### config.mk
export PLATFORM = sky130hd
export DESIGN_NAME = string_seed_hash_chain_unit
export DESIGN_NICKNAME = d
export VERILOG_FILES = /design/src/rtl/core/sshc_pkg.sv /design/src/rtl/core/sshc_fnv_step.sv /design/src/rtl/core/sshc_seed_fold.sv /design/src/rtl/core/string_seed_hash_chain_unit.sv
export SDC_FILE = /design/constraint.sdc
export NUM_CORES = 2
export LEC_CHECK = 0
export ABC_CLOCK_PERIOD_IN_PS = 12500
export BUFFER_PORTS_ARGS = -buffer_cell sky130_fd_sc_hd__clkbuf_2
export CAP_MARGIN = 20
export CORE_MARGIN = 10
export CORE_UTILIZATION = 25
export CTS_CLUSTER_DIAMETER = 30
export CTS_CLUSTER_SIZE = 24
export DETAILED_ROUTE_END_ITERATION = 16
export SLEW_MARGIN = 20
export SYNTH_ARGS = -nofsm -noshare
export SYNTH_HDL_FRONTEND = slang
export SYNTH_HIERARCHICAL = 1
export SYNTH_SLANG_ARGS = --single-unit
### constraint.sdc
create_clock -name i_clk -period 12.5 [get_ports i_clk]
set_input_delay 1.25 -clock i_clk [delete_from_list [all_inputs] [get_ports i_clk]]
set_output_delay 1.25 -clock i_clk [all_outputs]
set_load 0.01 [all_outputs]
### src/rtl/core/sshc_pkg.sv
// package for the string seed hash chain
// holds action codes, register indexes, hash constants and widths; no dependencies
package sshc_pkg;

    localparam int unsigned HashW = 64;
    localparam int unsigned ByteW = 8;
    localparam int unsigned AddrW = 5;

    typedef logic [HashW-1:0] t_word;

    typedef enum logic [1:0] {
        ACT_BYTE   = 2'd0,
        ACT_END    = 2'd1,
        ACT_START  = 2'd2,
        ACT_UNUSED = 2'd3
    } t_action;

    typedef enum logic [1:0] {
        REG_USE_ROOT = 2'd0,
        REG_ROOT     = 2'd1,
        REG_OFFSET   = 2'd2,
        REG_NONE     = 2'd3
    } t_reg_idx;

    localparam t_word OFFSET_RESET = 64'd1469598103934665603;
    localparam t_word GOLDEN_CONST = 64'h9E3779B97F4A7C15;
    localparam t_word DEFAULT_SEED = 64'h6D6574616C736565;

    // prime 0x100000001b3 as shifts: 2^40 + 2^8 + 2^7 + 2^5 + 2^4 + 2^1 + 2^0
    function automatic t_word mul_fnv_prime(input t_word x);
        mul_fnv_prime = (x << 40) + (x << 8) + (x << 7) + (x << 5)
                      + (x << 4) + (x << 1) + x;
    endfunction

endpackage

### src/rtl/core/sshc_fnv_step.sv
// one fnv-1a byte step: xor the byte, multiply by the 64-bit prime
// depends on sshc_pkg
module sshc_fnv_step
    import sshc_pkg::*;
(
    input  t_word            i_hash,
    input  logic [ByteW-1:0] i_byte,
    output t_word            o_hash
);

    t_word mixed;

    assign mixed  = i_hash ^ {{(HashW-ByteW){1'b0}}, i_byte};
    assign o_hash = mul_fnv_prime(mixed);

endmodule

### src/rtl/core/sshc_seed_fold.sv
// folds a string digest into the running seed
// depends on sshc_pkg
module sshc_seed_fold
    import sshc_pkg::*;
(
    input  t_word i_seed,
    input  t_word i_digest,
    output t_word o_seed
);

    t_word sum;

    assign sum    = i_digest + GOLDEN_CONST + (i_seed << 6) + (i_seed >> 2);
    assign o_seed = i_seed ^ sum;

endmodule

### src/rtl/core/string_seed_hash_chain_unit.sv
// top level of the string seed hash chain: input register, hash and seed state,
// result register and the register port; depends on sshc_pkg, sshc_fnv_step, sshc_seed_fold
//
// channel   direction  handshake                 payload
// input     in         i_in_valid / o_in_stall   i_action, i_data_byte
// result    out        o_out_valid / i_out_stall o_seed_value, o_string_digest
// config    in         psel/penable/pwrite/pready paddr, pwdata, prdata
//
// one item per cycle unless the input stalls; a taken transfer is held in the input
// register and updates the state from there; an end item loads the result register
// at the same edge at which it updates the state
// only an end item held behind a stalled full result register stalls the input
// synchronous active-low reset; no clearing pass
module string_seed_hash_chain_unit
    import sshc_pkg::*;
(
    input  logic             i_clk,
    input  logic             i_rst_n,
    input  logic             i_in_valid,
    output logic             o_in_stall,
    input  logic [1:0]       i_action,
    input  logic [ByteW-1:0] i_data_byte,
    output logic             o_out_valid,
    input  logic             i_out_stall,
    output logic [HashW-1:0] o_seed_value,
    output logic [HashW-1:0] o_string_digest,
    input  logic             psel,
    input  logic             penable,
    input  logic             pwrite,
    input  logic [AddrW-1:0] paddr,
    input  logic [HashW-1:0] pwdata,
    output logic [HashW-1:0] prdata,
    output logic             pready
);

    logic             r_use_root;
    t_word            r_root_seed;
    t_word            r_hash_offset;
    logic             r_in_vld;
    t_action          r_in_action;
    logic [ByteW-1:0] r_in_byte;
    t_word            r_string_hash;
    t_word            r_seed;
    logic             r_fresh;
    logic             r_out_vld;
    t_word            r_out_seed;
    t_word            r_out_digest;

    t_reg_idx cfg_idx;
    logic     cfg_wr;
    logic     advance;
    t_word    cur_hash;
    t_word    n_byte_hash;
    t_word    n_fold_seed;

    assign pready  = 1'b1;
    assign cfg_idx = t_reg_idx'(paddr[AddrW-1:3]);
    assign cfg_wr  = psel & penable & pwrite & pready;

    always_comb begin
        case (cfg_idx)
            REG_USE_ROOT: prdata = {{(HashW-1){1'b0}}, r_use_root};
            REG_ROOT:     prdata = r_root_seed;
            REG_OFFSET:   prdata = r_hash_offset;
            default:      prdata = '0;
        endcase
    end

    always_ff @(posedge i_clk) begin
        if (!i_rst_n) begin
            r_use_root    <= 1'b0;
            r_root_seed   <= '0;
            r_hash_offset <= OFFSET_RESET;
        end else if (cfg_wr) begin
            case (cfg_idx)
                REG_USE_ROOT: r_use_root    <= pwdata[0];
                REG_ROOT:     r_root_seed   <= pwdata;
                REG_OFFSET:   r_hash_offset <= pwdata;
                default:      ;
            endcase
        end
    end

    assign o_in_stall = r_in_vld && (r_in_action == ACT_END) && r_out_vld && i_out_stall;
    assign advance    = r_in_vld && !o_in_stall;

    always_ff @(posedge i_clk) begin
        if (!i_rst_n) begin
            r_in_vld <= 1'b0;
        end else if (!o_in_stall) begin
            r_in_vld <= i_in_valid;
        end
    end

    always_ff @(posedge i_clk) begin
        if (!o_in_stall && i_in_valid) begin
            r_in_action <= t_action'(i_action);
            r_in_byte   <= i_data_byte;
        end
    end

    assign cur_hash = r_fresh ? r_hash_offset : r_string_hash;

    sshc_fnv_step u_fnv_step (
        .i_hash (cur_hash),
        .i_byte (r_in_byte),
        .o_hash (n_byte_hash)
    );

    sshc_seed_fold u_seed_fold (
        .i_seed   (r_seed),
        .i_digest (cur_hash),
        .o_seed   (n_fold_seed)
    );

    always_ff @(posedge i_clk) begin
        if (!i_rst_n) begin
            r_string_hash <= OFFSET_RESET;
            r_seed        <= DEFAULT_SEED;
            r_fresh       <= 1'b1;
        end else if (advance) begin
            case (r_in_action)
                ACT_BYTE: begin
                    r_string_hash <= n_byte_hash;
                    r_fresh       <= 1'b0;
                end
                ACT_END: begin
                    r_seed  <= n_fold_seed;
                    r_fresh <= 1'b1;
                end
                ACT_START: begin
                    r_seed  <= r_use_root ? r_root_seed : DEFAULT_SEED;
                    r_fresh <= 1'b1;
                end
                default: ;
            endcase
        end
    end

    always_ff @(posedge i_clk) begin
        if (!i_rst_n) begin
            r_out_vld <= 1'b0;
        end else if (advance && r_in_action == ACT_END) begin
            r_out_vld <= 1'b1;
        end else if (!i_out_stall) begin
            r_out_vld <= 1'b0;
        end
    end

    always_ff @(posedge i_clk) begin
        if (advance && r_in_action == ACT_END) begin
            r_out_seed   <= n_fold_seed;
            r_out_digest <= cur_hash;
        end
    end

    assign o_out_valid     = r_out_vld;
    assign o_seed_value    = r_out_seed;
    assign o_string_digest = r_out_digest;

endmodule

==> run metrics <==
crit share post-route 62.4%; cell mode on critical path fa_1; setup slack after layout 4.70 ns; Rows 135; vias 27361; Cells after Synth 3678; # DRC 0; clk sink count 398; Via-to-Cell Ratio 4.77; P_sw 0.00319 W; initial antenna violation count 17; switching share of power 42.1%; max incr delay on CP 0.98 ns; max-cap violation count 0; mean post-synth cell area 9.32 sq um; top cell type's share of synthesized area 17.6%; count leader, synth inv_1; Worst-path clk slew 0.05 ns; Seq pwr share 20.1%; Worst Setup Path Type register to register; synth warn 6; cts hold-fix bufs 0; Clk Latency, worst-skew pair 0.68 ns; RSZ-0062 raised after global routing false; DR WL/cell 20.7 microns; Synth Area in Compound Gates 14.8%; Initial DRC Count 2267; most area-consuming cells after synthesis fa_1 18%, dfxtp_1 15%, edfxtp_1 12%; crit-path cells mux2_2 > xor2_1 > inv_1 > fa_1 > inv_1 > fa_1 > fa_1 > ha_1 > ha_1 > nand2_1 > nor4_1 > o211ai_1 > a211oi_1 > nor2_1 > o31a_1 > nand2b_1 > a21oi_1 > a21oi_1 > xnor2_1 > nand2_1 > mux2i_1; pre-CTS setup slack 4.70 ns; CTS tree done; largest net degree at the start of global routing 151; Core Area 136000 sq um; Final GP Congestion 0.919; Post-CTS Setup Repair Bufs 0; clk buf depth 3; final hold vios 0; GRT Total Usage 15.3%; Post-synth EDFFs 138; Initial Utilization 25.2%; Clk pwr share 30.9%; Worst slew margin 22.6%; Post-Syn Nets 4310; post_cts resized 0; Slew Viols, Final 0; worst min path class register to register; Synth Cell Area 34300 sq um; status finished clean; Synth Area in Simple Gates 9.66%; internal cell power 0.00438 W; H-Tree Depth 3; CP required 13.11 ns; global route overflow 0; Worst setup SP type register; Critical Path AT 8.41 ns; Die Ht 390 microns; P&R area growth vs syn 17.5%; skew final 0.0427 ns; xor-xnor portion of the synthesized cell area 5.06%; die area 152000 sq um; most instantiated cells after synthesis 726 x inv_1, 342 x nand2_1, 302 x fa_1; worst-path maximum fanout 65; Final #Nets 4518; Max Freq 128 MHz; Post-DRT Antenna Nets 0; DRT Pass-1 Iters 5; crit path launch r_fresh; Die W 390 microns; # port buffers 276; CP endpoint kind register; vias in the first global route 27534; I/O Pins 281; LEAKAGE 18.4 nW; clock root buffer clkbuf_16; min cycle time layout 7.80 ns; worst flop-to-flop path startpoint r_fresh; highest-delay cell along the critical path dfxtp_4; Comb pwr share 49.1%; register area share after synthesis 27.3%; transition time of the tightest slew-check pin 1.16 ns; CTS Buf Count 83; share of layout cells above drive strength 1 13.8%; mux cell area share after synthesis 6.13%; first-pass GRT wire length 178000 microns; Most used DFF post-synth dfxtp_1; drt total wl 119000 microns; area leader, netlist fa_1; maximum VDD drop 0.000107 V; post-synth cell types 84; adder-cell share of the synthesized area 26.5%; total negative setup slack 0 ns; async set-reset flop share out of synthesis 0%; setup violators final 0; synthesis-stage register bit count 398; largest family of logic cells by synthesized area adder cells; HPWL Detailed 93900 microns; Hold Crit Start r_string_hash[11]; PD cells 188 nW/um^2
-- final cells by class --
cell class	instances	area [sq um]
fill	14306	95500
clock buffer	105	2350
sequential	398	9350
timing repair buffer	297	1560
antenna	2	5.00
tap	1781	2230
inverter	726	2730
multi-input combinational	2380	21400
clock inverter	51	656
-- sequential cells by signal, indices dropped and copies added, names as in the netlist --
signal	flops
o_seed_value	64
o_string_digest	64
r_hash_offset	64
r_root_seed	64
r_seed	64
r_string_hash	64
r_in_byte	8
r_in_action	2
o_out_valid	1
r_fresh	1
r_in_vld	1
r_use_root	1
-- placed cells by master, fill, tap and decap left out, types with 12 or more instances in the layout --
master       n
a21o_1      62
nor3_1      24
nand3b_1    33
o21bai_1    31
nor2b_1     12
o21a_1      13
mux2i_1    138
ha_1       243
xor2_1      59
clkbuf_16   88
nand3_1    122
o2111ai_1   68
xnor2_1    138
fa_1       302
a21oi_1    142
o21ai_0    125
o21ai_1     21
clkbuf_2   275
mux2_2      64
buf_4       20
and3_1      12
nand2_1    341
inv_1      726
dfxtp_1    258
o311ai_0    24
nand4_1     27
o211ai_1    40
edfxtp_1   138
nor2_1      89
o211a_1     32
a22o_1      63
-- metal layers --
layer / wire length, microns / share of wire (%) / GRT usage (%)
met4: 3760 / 3.2 / 5.35
met3: 9720 / 8.2 / 4.01
met2: 50300 / 42 / 22.7
met5: 168 / 0.14 / 0
met1: 54700 / 46 / 21.2
-- path summary, 6_finish.rpt --
check	end	slack [ns]	depth (start not counted)
worst min-delay path	r_string_hash[11]	0.46	2
worst max-delay path	r_string_hash[57]	4.70	21
worst min register to register	r_string_hash[11]	0.46	2
worst max register to register	r_string_hash[57]	4.70	21
-- metrics by stage --
step | area (sq um) | utilization (%) | total power [W] | cells | hold slack [ns]
after floorplan | 34300 | - | 0.00422 | 3678 | 0.432
after global placement | 37300 | 27.4 | 0.00519 | 5582 | 0.441
after detailed placement | 37300 | 27.4 | 0.00519 | 5582 | 0.447
after CTS | 40300 | 29.7 | 0.00757 | 5738 | 0.458
after global routing | 40300 | 29.7 | 0.00811 | 5738 | 0.468
final | 40300 | 29.7 | 0.00756 | 5740 | 0.457
-- worst max-delay path: cells and delay by family (launching register included) --
family          cells  cell delay [ns]
xor+xnor            2             0.77
simple gates        5             0.87
flops               1             0.98
buf+inv             2             0.42
mux                 2             0.62
fa+ha+maj           5             2.26
compound gates      5             1.76
-- power by group through the flow --
stage               clock network, W  logic [W]  registers, W
floorplan                          0    0.00270       0.00152
global placement                   0    0.00365       0.00154
detailed placement                 0    0.00365       0.00154
CTS                          0.00237    0.00368       0.00152
global route                 0.00243    0.00416       0.00152
finish                       0.00234    0.00371       0.00152
-- kinds of logic after synthesis --
logic type	after synthesis
other cells	1
xor+xnor	198
mux	202
compound gates	718
fa+ha+maj	546
buf+inv	900
simple gates	715
flops	398
No activity file was read; power rests on OpenSTA's default activity.
